File: config.mk
export PLATFORM = sky130hd
export DESIGN_NAME = lphs_ctrl
export DESIGN_NICKNAME = d
export VERILOG_FILES = /design/src/design/lphs_pkg.sv /design/src/design/lphs_ctrl.sv
export SDC_FILE = /design/constraint.sdc
export NUM_CORES = 1
export LEC_CHECK = 0
export BUFFER_PORTS_ARGS = -buffer_cell sky130_fd_sc_hd__buf_2
export CAP_MARGIN = 20
export CORE_MARGIN = 2
export CORE_UTILIZATION = 39
export DETAILED_ROUTE_END_ITERATION = 10
export HOLD_SLACK_MARGIN = 0.15
export PLACE_DENSITY = 0.76
export SYNTH_ARGS = -nofsm -noshare
export SYNTH_HDL_FRONTEND = slang
export SYNTH_SLANG_ARGS = --single-unit
File: constraint.sdc
create_clock -name clk -period 1.3 [get_ports clk]
set_clock_uncertainty 0.15 [all_clocks]
set_input_delay 0.065 -clock clk [delete_from_list [all_inputs] [get_ports clk]]
set_output_delay 0.065 -clock clk [all_outputs]
set_load 0.01 [all_outputs]
File: src/design/lphs_pkg.sv
// Shared types, constants and helper functions for the linear-probe hash set.
// Depends on nothing; used by the top level, the datapath and the controller.
`timescale 1ns / 1ps
package lphs_pkg;

	localparam int TableSlots = 1021;
	localparam int KeyWidth   = 32;
	localparam int CfgWidth   = 10;
	localparam logic [CfgWidth-1:0] MaxItemsReset = 10'd786;
	localparam logic [9:0] ProbeCap = 10'd1023;

	typedef enum logic [1:0] {
		ACT_INSERT = 2'd0,
		ACT_REMOVE = 2'd1,
		ACT_LOOKUP = 2'd2,
		ACT_NONE   = 2'd3
	} action_t;

	typedef enum logic [2:0] {
		ST_OK        = 3'd0,
		ST_DUPLICATE = 3'd1,
		ST_OVERFLOW  = 3'd2,
		ST_UNDERFLOW = 3'd3,
		ST_NOT_FOUND = 3'd4
	} status_t;

	typedef enum logic [1:0] {
		SLOT_EMPTY = 2'd0,
		SLOT_FULL  = 2'd1,
		SLOT_TOMB  = 2'd2
	} slot_t;

	typedef struct packed {
		logic [1:0]  action;
		logic [31:0] key;
	} req_t;

	typedef struct packed {
		logic [2:0]  status;
		logic        found;
		logic [31:0] removed_key;
		logic [9:0]  item_count;
		logic [9:0]  max_probes;
		logic [31:0] total_probes;
		logic [31:0] insert_count;
	} rsp_t;

	// Commands from controller to datapath
	typedef struct packed {
		logic load;       // capture request, start hashing
		logic hash_step;  // one hashing step
		logic rd;         // read the current slot; never set, memories read always
		logic advance;    // move to next slot
		logic restart;    // return to home slot for insert
		logic do_insert;  // write key into current slot
		logic do_remove;  // tombstone current slot
		logic probe_inc;  // count one insert probe step
		logic finish;     // build response
		logic [2:0] status;
		logic found;
	} cmd_t;

	// Status back to controller
	typedef struct packed {
		logic busy;
		logic hash_done;
		action_t action;
		logic cnt_zero;
		logic at_limit;
		slot_t slot;
		logic key_match;
		logic pass_done;
	} sts_t;

endpackage

File: src/design/lphs_ctrl.sv
// Controller state machine: sequences hash, search, insert probe and reply.
// Depends on lphs_pkg.
`timescale 1ns / 1ps
module lphs_ctrl (
	input  logic           clk,
	input  logic           arst_n,
	input  logic           in_valid,
	output logic           in_ready,
	output logic           out_valid,
	input  logic           out_ready,
	input  lphs_pkg::sts_t sts,
	output lphs_pkg::cmd_t cmd
);
	typedef enum logic [2:0] {
		S_IDLE, S_HASH, S_READ, S_CHECK, S_IREAD, S_ICHECK, S_DONE
	} state_t;

	state_t state_q;
	logic   out_valid_q;

	assign in_ready  = (state_q == S_IDLE) && !sts.busy && (!out_valid_q || out_ready);
	assign out_valid = out_valid_q;

	// Per-state commands
	always_comb begin
		cmd = '0;
		cmd.status = lphs_pkg::ST_OK;
		case (state_q)
			S_IDLE: cmd.load = in_valid && in_ready;
			S_HASH: cmd.hash_step = !sts.hash_done;
			S_CHECK: begin
				if (sts.slot == lphs_pkg::SLOT_FULL && sts.key_match) begin
					cmd.finish = 1'b1;
					case (sts.action)
						lphs_pkg::ACT_INSERT: cmd.status = lphs_pkg::ST_DUPLICATE;
						lphs_pkg::ACT_REMOVE: cmd.do_remove = 1'b1;
						default: cmd.found = 1'b1;
					endcase
				end else if (sts.slot == lphs_pkg::SLOT_EMPTY || sts.pass_done) begin
					if (sts.action == lphs_pkg::ACT_INSERT) begin
						cmd.restart = 1'b1;
					end else begin
						cmd.finish = 1'b1;
						cmd.status = lphs_pkg::ST_NOT_FOUND;
					end
				end else begin
					cmd.advance = 1'b1;
				end
			end
			S_ICHECK: begin
				if (sts.slot != lphs_pkg::SLOT_FULL) begin
					cmd.do_insert = 1'b1;
					cmd.finish = 1'b1;
				end else begin
					cmd.advance = 1'b1;
					cmd.probe_inc = 1'b1;
				end
			end
			// Early-out reply: limit reached, empty set or unused action
			S_DONE: begin
				cmd.finish = 1'b1;
				case (sts.action)
					lphs_pkg::ACT_INSERT: cmd.status = lphs_pkg::ST_OVERFLOW;
					lphs_pkg::ACT_REMOVE: cmd.status = lphs_pkg::ST_UNDERFLOW;
					lphs_pkg::ACT_LOOKUP: cmd.status = lphs_pkg::ST_NOT_FOUND;
					default: cmd.status = lphs_pkg::ST_OK;
				endcase
			end
			default: ;
		endcase
	end

	// State and output valid
	always_ff @(posedge clk or negedge arst_n) begin
		if (!arst_n) begin
			state_q     <= S_IDLE;
			out_valid_q <= 1'b0;
		end else begin
			if (out_valid_q && out_ready) out_valid_q <= 1'b0;
			case (state_q)
				S_IDLE: if (cmd.load) state_q <= S_HASH;
				S_HASH: if (sts.hash_done) begin
					case (sts.action)
						lphs_pkg::ACT_INSERT: state_q <= sts.at_limit ? S_DONE : S_READ;
						lphs_pkg::ACT_REMOVE, lphs_pkg::ACT_LOOKUP:
							state_q <= sts.cnt_zero ? S_DONE : S_READ;
						default: state_q <= S_DONE;
					endcase
				end
				S_READ: state_q <= S_CHECK;
				S_CHECK: begin
					if (cmd.finish) begin
						state_q <= S_IDLE;
						out_valid_q <= 1'b1;
					end else if (cmd.restart) begin
						state_q <= S_IREAD;
					end else begin
						state_q <= S_READ;
					end
				end
				S_IREAD: state_q <= S_ICHECK;
				S_ICHECK: begin
					if (cmd.finish) begin
						state_q <= S_IDLE;
						out_valid_q <= 1'b1;
					end else begin
						state_q <= S_IREAD;
					end
				end
				S_DONE: begin
					state_q <= S_IDLE;
					out_valid_q <= 1'b1;
				end
				default: state_q <= S_IDLE;
			endcase
		end
	end
endmodule
==> results of run 1 <==
==> report_power, final <==
part           switching [mW]  internal (mW)
Combinational           0.648          0.664
Sequential             0.0906          0.184
Clock                  0.0799          0.105
Total                   0.818          0.953
==> worst max-delay path, cell delays in order, from the launching register on <==
cell	delay (ns)
dfrtp_2	0.47
nor3b_2	0.19
a311oi_2	0.33
a21oi_1	0.11
buf_2	0.15
==> final cells by class <==
type	instances	area, um^2	area share
timing repair buffer	53	380	0.342
clock buffer	3	22.5	0.0203
tap	15	18.8	0.0169
multi-input combinational	59	563	0.507
sequential	4	104	0.0935
inverter	6	22.5	0.0203
==> per-stage QoR <==
step | power [mW] | hold WS (ns) | TNS, ns | instances | instance area (um^2)
4_1_cts | 1.50 | 0.0368 | -4.16 | 140 | 1010
6_report | 1.77 | 0.00758 | -4.68 | 140 | 1110
2_1_floorplan | 0.728 | -0.381 | -0.251 | 74 | 579
5_1_grt | 1.85 | 0.0279 | -5.39 | 140 | 1110
3_5_place_dp | 1.06 | -0.277 | -1.03 | 127 | 820
3_3_place_gp | 1.03 | -0.281 | -0.858 | 127 | 820
==> cells by family (layout without fill, tap and decap cells) <==
kind of cell / count (synthesis) / count (layout)
flip-flops: 4 / 4
adder cells (fa/ha/maj): 4 / 4
buffers and inverters: 11 / 62
AND/OR/NAND/NOR: 33 / 33
AO/OA/AOI/OAI: 21 / 21
other: 1 / 1
==> Yosys cell counts, drive strengths merged <==
cell	count	area (um^2)
a21o	2	15.0
a311oi	2	17.5
nor4	1	6.26
and2	2	12.5
a211oi	2	20.0
o21bai	3	22.5
buf	5	27.5
nor3b	1	7.51
o22a	2	17.5
nor2b	3	18.8
nand3b	2	27.5
nand2b	4	25.0
conb	1	3.75
nand2	8	30.0
nor3	5	25.0
or3b	1	8.76
a21boi	1	7.51
a21oi	6	30.0
inv	6	22.5
o211ai	1	7.51
a2111oi	1	10.0
a31oi	1	6.26
ha	4	50.1
dfrtp	4	100
nor2	6	22.5
==> worst paths after layout <==
kind                                         from                     end  cells past startpoint
max reg2reg                state_q[2]$_DFFE_PN0P_  state_q[2]$_DFFE_PN0P_                      4
max in group asynchronous                  arst_n  state_q[1]$_DFFE_PN0P_                      3
min reg2reg                state_q[0]$_DFFE_PN0P_     out_valid$_DFF_PN0_                      2
min in group asynchronous                  arst_n  state_q[2]$_DFFE_PN0P_                      3
min                                      in_valid  state_q[0]$_DFFE_PN0P_                      3
max                        state_q[2]$_DFFE_PN0P_                  cmd[4]                      4
==> routing by layer <==
metal  GRT usage  wire length (um)
met5           0                 0
met4       0.161                87
met3      0.0978               165
met2       0.500              1320
met1       0.354              1010
==> flip-flops by register name, indices dropped and copies added (netlist names) <==
name,count
out_valid,1
state_q,3
==> what timing repair did <==
| item | 4_1_cts | 5_1_grt |
|---|---|---|
| setup buffers | 10 | 0 |
| pin swaps | 8 | 6 |
| hold endpoints to repair | 8 | 2 |
| setup endpoints to repair | 16 | 17 |
| resized for setup | 19 | 22 |
==> results_dict.tcl, run 1 <==
set metrics [dict create \
    postSynthAreaPerCell_um2 7.32 \
    cts_sinks 4 \
    crit_path_end_kind "primary output" \
    synth_cell_types 29 \
    vias_per_cell 5.78 \
    core-area_um2 1300 \
    syn_inst 74 \
    period_minus_slack_ns 1.72 \
    dr_total_vias 809 \
    nNetsFinal 145 \
    p_leak_nw 0.536 \
    period_share 1.32 \
    hpwlAfterDp_um 1330 \
    grt_pass1_vias 732 \
    clkTransAtPathRegs_ns 0.05 \
    ys_seq_elements 4 \
    syn_area_um2 542 \
    ctsLongestPathBuffers 2 \
    outcome "finished, violations left" \
    die_y_um 41.3 \
    rsz0062_at_grt "true" \
    final_common_cell "buf_2" \
    fmax_mhz 581 \
    die_w_um 41.3 \
    powerDensity_nw_per_um2 1590 \
    cp.required_ns 1.09 \
    setup_violations 16 \
    yosysSeqAreaShare 0.185 \
    port_buffers 27 \
    synth-xor-area-share 0 \
    cts-htree-levels 1 \
    arrival_ns 1.51 \
    initial_core_util 0.416 \
    dieArea_um2 1700 \
    vdd_drop_max_mv 1.23 \
    grt_pass1_wl_um 3250 \
    grt_remaining_overflow 0 \
    ant_nets 0 \
    synth_top_family_by_area "simple AND/OR/NAND/NOR gates" \
    antenna_found_initial 0 \
    clockRootBuffer "clkbuf_4" \
    io_pins 29 \
    synth_warnings 0 \
    hold_path.class "in -> reg" \
    muxShareOfSynthArea 0 \
    synth-adder-area-share 0.0924 \
    worst-path-max-fanout 7 \
    gp_congestion 0.908 \
    maxCapViolCount 0 \
    synth-compound-area-share 0.284 \
    clock_latency_ns 0.25 \
    r2r_slack_ns -0.39 \
    drtPass1Iterations 4 \
    synth_simple_gate_area_share 0.339 \
    critPathLaunchType "flip-flop" \
    final_util 0.854 \
    violations "setup timing" \
    grt_max_degree 8 \
    drt-wirelength-per-cell_um 18.5 \
    cts_buffers 3 \
    area_growth_pct 105 \
    worstSetupPathType "reg -> out" \
    dpl_worst_slack_ns -0.237 \
    fp-row-count 13 \
    drive_gt1_frac 0.672 \
    layout_common_cells "buf_2 (25), buf_4 (15), buf_6 (10)" \
    postCtsHoldBufs 3 \
    syn_nets 92 \
    drc 0 \
    global_route.usage.total 0.307 \
    antenna_cells 0 \
    drt_iter0_markers 28 \
    final-max-slew-violation-count 0 \
    fin_ws_ns -0.422 \
    hold_viol_final 0 \
    cts_tree "built" \
    drt-total-wl_um 2590 \
    fillCellCount 74 \
]
Power figures use the tool's default switching activity.
==> inputs of run 2 (changes only) <==
--- a/config.mk
+++ b/config.mk
@@ -11,7 +11,7 @@
 export CORE_UTILIZATION = 39
 export DETAILED_ROUTE_END_ITERATION = 10
 export HOLD_SLACK_MARGIN = 0.15
-export PLACE_DENSITY = 0.76
+export PLACE_DENSITY = 0.74
 export SYNTH_ARGS = -nofsm -noshare
 export SYNTH_HDL_FRONTEND = slang
 export SYNTH_SLANG_ARGS = --single-unit
==> run 2 against run 1 <==
Register-to-register slack improved by 0.13 ns; the flow still finishes with violations (setup timing); largest power group unchanged; core utilization shrank 3.8 points; critical endpoint is now cmd[11]; critical path depth up 1; via count fell by 0.37%; setup slack gained 0.0059 ns; sequential power increased by 6%; combinational power decreased by 8%; final area down 4.5%; die area unchanged; global-route usage fell by 1.5 points; first-iteration DRC count is 32% higher.
==> results_dict.tcl, run 2 (synthesis results as in run 1) <==
set metrics [dict create \
    outcome "finished, violations left" \
    violations "setup timing" \
    whs_ns 0.0487 \
    die_w_um 41.3 \
    multi_input_area_um2 542 \
    cp_slowest_cell "dfrtp_2" \
    area_growth_pct 95.8 \
    powerDensity_nw_per_um2 1570 \
    vias_per_cell 5.72 \
    clockRootBuffer "clkbuf_4" \
    reg2reg_depth 5 \
    gp_congestion 0.858 \
    final_common_cell "buf_2" \
    min_path_cells 3 \
    io_pins 29 \
    fin_tns_setup_ns -4.21 \
    vdd_drop_max_mv 1.30 \
    worst-path-max-fanout 6 \
    p_leak_nw 0.534 \
    hpwlAfterDp_um 1400 \
    crit_buf_inv 3 \
    ant_nets 0 \
    hold_path.class "in -> reg" \
    drt-total-wl_um 2380 \
    fmax_mhz 583 \
    crit_chain "buf_4, nand2b_1, buf_4, nor3_4, buf_2" \
    ctsLongestPathBuffers 2 \
    antenna_cells 0 \
    layout_common_cells "buf_2 (27), buf_4 (22), nand2_1 (7)" \
    fillCellCount 80 \
    period_share 1.32 \
    hp-start "out_ready" \
    cts_buffers 3 \
    clock_latency_ns 0.25 \
    hold_viol_final 0 \
    global_route.usage.total 0.292 \
    grt_max_degree 8 \
    dpl.cell_count 129 \
    period_minus_slack_ns 1.72 \
    dr_total_vias 806 \
    initial_core_util 0.416 \
    crit_path_frequent_cell "buf_4" \
    cts_tree "built" \
    r2r_start "state_q[1]$_DFFE_PN0P_" \
    drtPass1Iterations 4 \
    postCtsHoldBufs 4 \
    grt_pass1_vias 687 \
    largest_reg_flops 3 \
    instances_no_fill 141 \
    core-area_um2 1300 \
    drt_iter0_markers 37 \
    crit_path_end_kind "primary output" \
    antenna_found_initial 0 \
    cts_sinks 4 \
    worstSetupPathType "reg -> out" \
    drt-wirelength-per-cell_um 16.9 \
    arrival_ns 1.50 \
    critical_path.max_stage_delay_ns 0.45 \
    clkTransAtPathRegs_ns 0.04 \
    worstReg2RegEnd "state_q[2]$_DFFE_PN0P_" \
    critPathLaunchType "flip-flop" \
    die_y_um 41.3 \
    r2r_slack_ns -0.26 \
    top_register "state_q" \
    dieArea_um2 1700 \
    rsz0062_at_grt "true" \
    cp.required_ns 1.09 \
    min_to "out_valid$_DFF_PN0_" \
    setup_violations 17 \
    port_buffers 27 \
    fin_ws_ns -0.416 \
    cp_top_family "buffers and inverters" \
    nNetsFinal 146 \
    drive_gt1_frac 0.635 \
    grt_pass1_wl_um 3070 \
    grt_remaining_overflow 0 \
    maxCapViolCount 0 \
    fp-row-count 13 \
    cts-htree-levels 1 \
    register_area_um2 104 \
    drc 0 \
    final-max-slew-violation-count 0 \
]
-- run 2: worst max-delay path by stage --
stage | startpoint | to | slack [ns] | cells past startpoint
3_5_place_dp | state_q[2]$_DFFE_PN0P_ | state_q[2]$_DFFE_PN0P_ | -0.22 | 4
2_1_floorplan | state_q[2]$_DFFE_PN0P_ | state_q[2]$_DFFE_PN0P_ | -0.1 | 4
3_3_place_gp | state_q[2]$_DFFE_PN0P_ | state_q[2]$_DFFE_PN0P_ | -0.17 | 4
4_1_cts | state_q[2]$_DFFE_PN0P_ | cmd[4] | -0.38 | 5
6_report | state_q[1]$_DFFE_PN0P_ | cmd[11] | -0.42 | 5
5_1_grt | state_q[2]$_DFFE_PN0P_ | cmd[4] | -0.47 | 5
-- run 2: power breakdown --
part	switching, mW	leakage, nW	internal [mW]
Clock	0.0653	0.0138	0.104
Combinational	0.605	0.473	0.597
Sequential	0.106	0.0468	0.184
Total	0.776	0.534	0.885
-- run 2: final cells by class --
class,instances,share of cell area
inverters,6,0.0212
clock buffers,3,0.0212
multi-input cells,59,0.511
flip-flops and latches,4,0.0979
repair buffers,54,0.331
well taps,15,0.0177
-- run 2: repair_timing --
| item | in CTS | in global routing |
|---|---|---|
| setup buffers | 3 | 2 |
| endpoints found under the setup margin | 16 | 16 |
| resized for setup | 15 | 9 |
| hold endpoints to repair | 8 | 2 |
| pin swaps | 4 | 5 |
-- run 2: per-layer routing --
metal	global-route usage	wire, um	share of wire	up-vias
met5	0	0	0	-
met2	0.547	1210	0.51	62
met4	0.177	63	0.026	0
met1	0.292	889	0.37	374
met3	0.0543	215	0.090	9
li1	-	-	-	361
-- run 2: worst register-to-register path: cells and delay by family, from the launching register on --
family	cells	cell delay, ns
AO/OA/AOI/OAI	3	0.52
flip-flops	1	0.45
AND/OR/NAND/NOR	1	0.16
buffers and inverters	1	0.17
-- run 2: per-stage QoR --
step / area [um^2] / total power, mW / utilization / worst slack, ns
2_1_floorplan: 579 / 0.728 / - / -0.0983
3_3_place_gp: 835 / 1.04 / 0.641 / -0.174
3_5_place_dp: 835 / 1.06 / 0.641 / -0.225
4_1_cts: 995 / 1.45 / 0.764 / -0.381
5_1_grt: 1060 / 1.75 / 0.815 / -0.470
6_report: 1060 / 1.66 / 0.815 / -0.416
==> inputs of run 3 (changes only) <==
--- a/config.mk
+++ b/config.mk
@@ -11,7 +11,7 @@
 export CORE_UTILIZATION = 39
 export DETAILED_ROUTE_END_ITERATION = 10
 export HOLD_SLACK_MARGIN = 0.15
-export PLACE_DENSITY = 0.74
+export PLACE_DENSITY = 0.73
 export SYNTH_ARGS = -nofsm -noshare
 export SYNTH_HDL_FRONTEND = slang
 export SYNTH_SLANG_ARGS = --single-unit
==> run 3 against run 2 <==
Critical path type unchanged; final cell count grew 8.5%; sequential cell count is the same; clock power is essentially flat; combinational power grew 20%; die area is the same; largest power group unchanged; the flow still finishes with violations (setup timing); total power grew 13%.
==> results_dict.tcl, run 3 (synthesis results as in run 1) <==
set metrics [dict create \
    vdd_drop_max_mv 1.42 \
    area_growth_pct 125 \
    min_path_cells 3 \
    grt_max_degree 8 \
    fin_ws_ns -0.474 \
    cts-htree-levels 1 \
    port_buffers 27 \
    clockRootBuffer "clkbuf_4" \
    period_minus_slack_ns 1.77 \
    drt_iter0_markers 45 \
    layout_common_cells "buf_2 (25), buf_4 (22), buf_6 (13)" \
    die_y_um 41.3 \
    hold_path.class "in -> reg" \
    r2r_start "state_q[2]$_DFFE_PN0P_" \
    cts_tree "built" \
    cts_buffers 3 \
    final_common_cell "buf_2" \
    initial_core_util 0.416 \
    drt-total-wl_um 2960 \
    dr_total_vias 881 \
    final-max-slew-violation-count 0 \
    top_register "state_q" \
    hp-start "out_ready" \
    fmax_mhz 564 \
    grt_remaining_overflow 0 \
    drc 0 \
    cts_sinks 4 \
    hold_viol_final 0 \
    drive_gt1_frac 0.659 \
    worst-path-max-fanout 4 \
    critPathLaunchType "flip-flop" \
    global_route.usage.total 0.304 \
    grt_pass1_wl_um 3340 \
    dieArea_um2 1700 \
    clkTransAtPathRegs_ns 0.04 \
    cp.required_ns 1.09 \
    fin_tns_setup_ns -5.64 \
    fp-row-count 13 \
    drtPass1Iterations 5 \
    r2r_slack_ns -0.35 \
    grt_pass1_vias 751 \
    io_pins 29 \
    whs_ns 0.110 \
    gp_congestion 0.899 \
    postCtsHoldBufs 4 \
    outcome "finished, violations left" \
    clock_latency_ns 0.25 \
    ctsLongestPathBuffers 2 \
    final_util 0.936 \
    ant_nets 0 \
    vias_per_cell 5.76 \
    rsz0062_at_grt "true" \
    worstReg2RegEnd "state_q[2]$_DFFE_PN0P_" \
    antenna_found_initial 0 \
    reg2reg_depth 5 \
    nNetsFinal 158 \
    hpwlAfterDp_um 1410 \
    maxCapViolCount 0 \
    antenna_cells 0 \
    worstSetupPathType "reg -> out" \
    crit_start "state_q[2]$_DFFE_PN0P_" \
    post_dp_cell_area_um2 877 \
    period_share 1.36 \
    drt-wirelength-per-cell_um 19.4 \
    min_to "out_valid$_DFF_PN0_" \
    p_leak_nw 0.630 \
    powerDensity_nw_per_um2 1540 \
    core-area_um2 1300 \
    design_area_um2 1220 \
    violations "setup timing" \
    setup_violations 17 \
    largest_reg_flops 3 \
    die_w_um 41.3 \
    total_power_mw 1.88 \
    crit_path_end_kind "primary output" \
    arrival_ns 1.56 \
]
run 3: changes by cell type in the layout (fill, tap and decap cells not counted), sizes merged:
cell	delta
buf	+12
run 3: final cells by class:
| cell class | count | area [um^2] |
|---|---|---|
| repair buffers | 66 | 512 |
| inverters | 6 | 22.5 |
| multi-input cells | 59 | 538 |
| clock buffers | 3 | 22.5 |
| well taps | 15 | 18.8 |
| fillers | 43 | 83.8 |
| flip-flops and latches | 4 | 104 |
run 3: worst max path at each step:
| stage | endpoint | slack [ns] | depth (start not counted) |
|---|---|---|---|
| after floorplan | state_q[2]$_DFFE_PN0P_ | -0.1 | 4 |
| after global placement | state_q[2]$_DFFE_PN0P_ | -0.22 | 4 |
| after detailed placement | state_q[2]$_DFFE_PN0P_ | -0.25 | 6 |
| after CTS | cmd[4] | -0.40 | 6 |
| after global routing | cmd[4] | -0.51 | 5 |
| final | cmd[4] | -0.47 | 5 |
run 3: timing repair:
action | CTS | global route
setup buffers | 8 | 8
pin swaps | 7 | 12
setup endpoints to repair | 16 | 17
resized for setup | 24 | 18
endpoints found under the hold margin | 8 | 1
run 3: critical path, cell delays in order, from the launching register on:
cell and delay (ns):
dfrtp_2 0.44, buf_6 0.14, nor3b_1 0.13, a311oi_2 0.36, a21oi_2 0.10, buf_2 0.15
run 3: metrics by stage:
stage	worst slack (ns)	instances
after floorplan	-0.0983	74
after global placement	-0.220	133
after detailed placement	-0.251	133
after CTS	-0.405	147
after global routing	-0.508	153
final	-0.474	153
run 3: routing by layer:
metal  track usage  vias up  share of wire
li1              -      389              -
met1         0.390      431           0.41
met2         0.484       53           0.50
met3        0.0815        8          0.072
met4         0.105        0          0.021
met5             0        -              0
run 3: report_power, final:
group          internal, mW  switching (mW)
clock network         0.104          0.0634
registers             0.185          0.0896
logic                 0.751           0.687
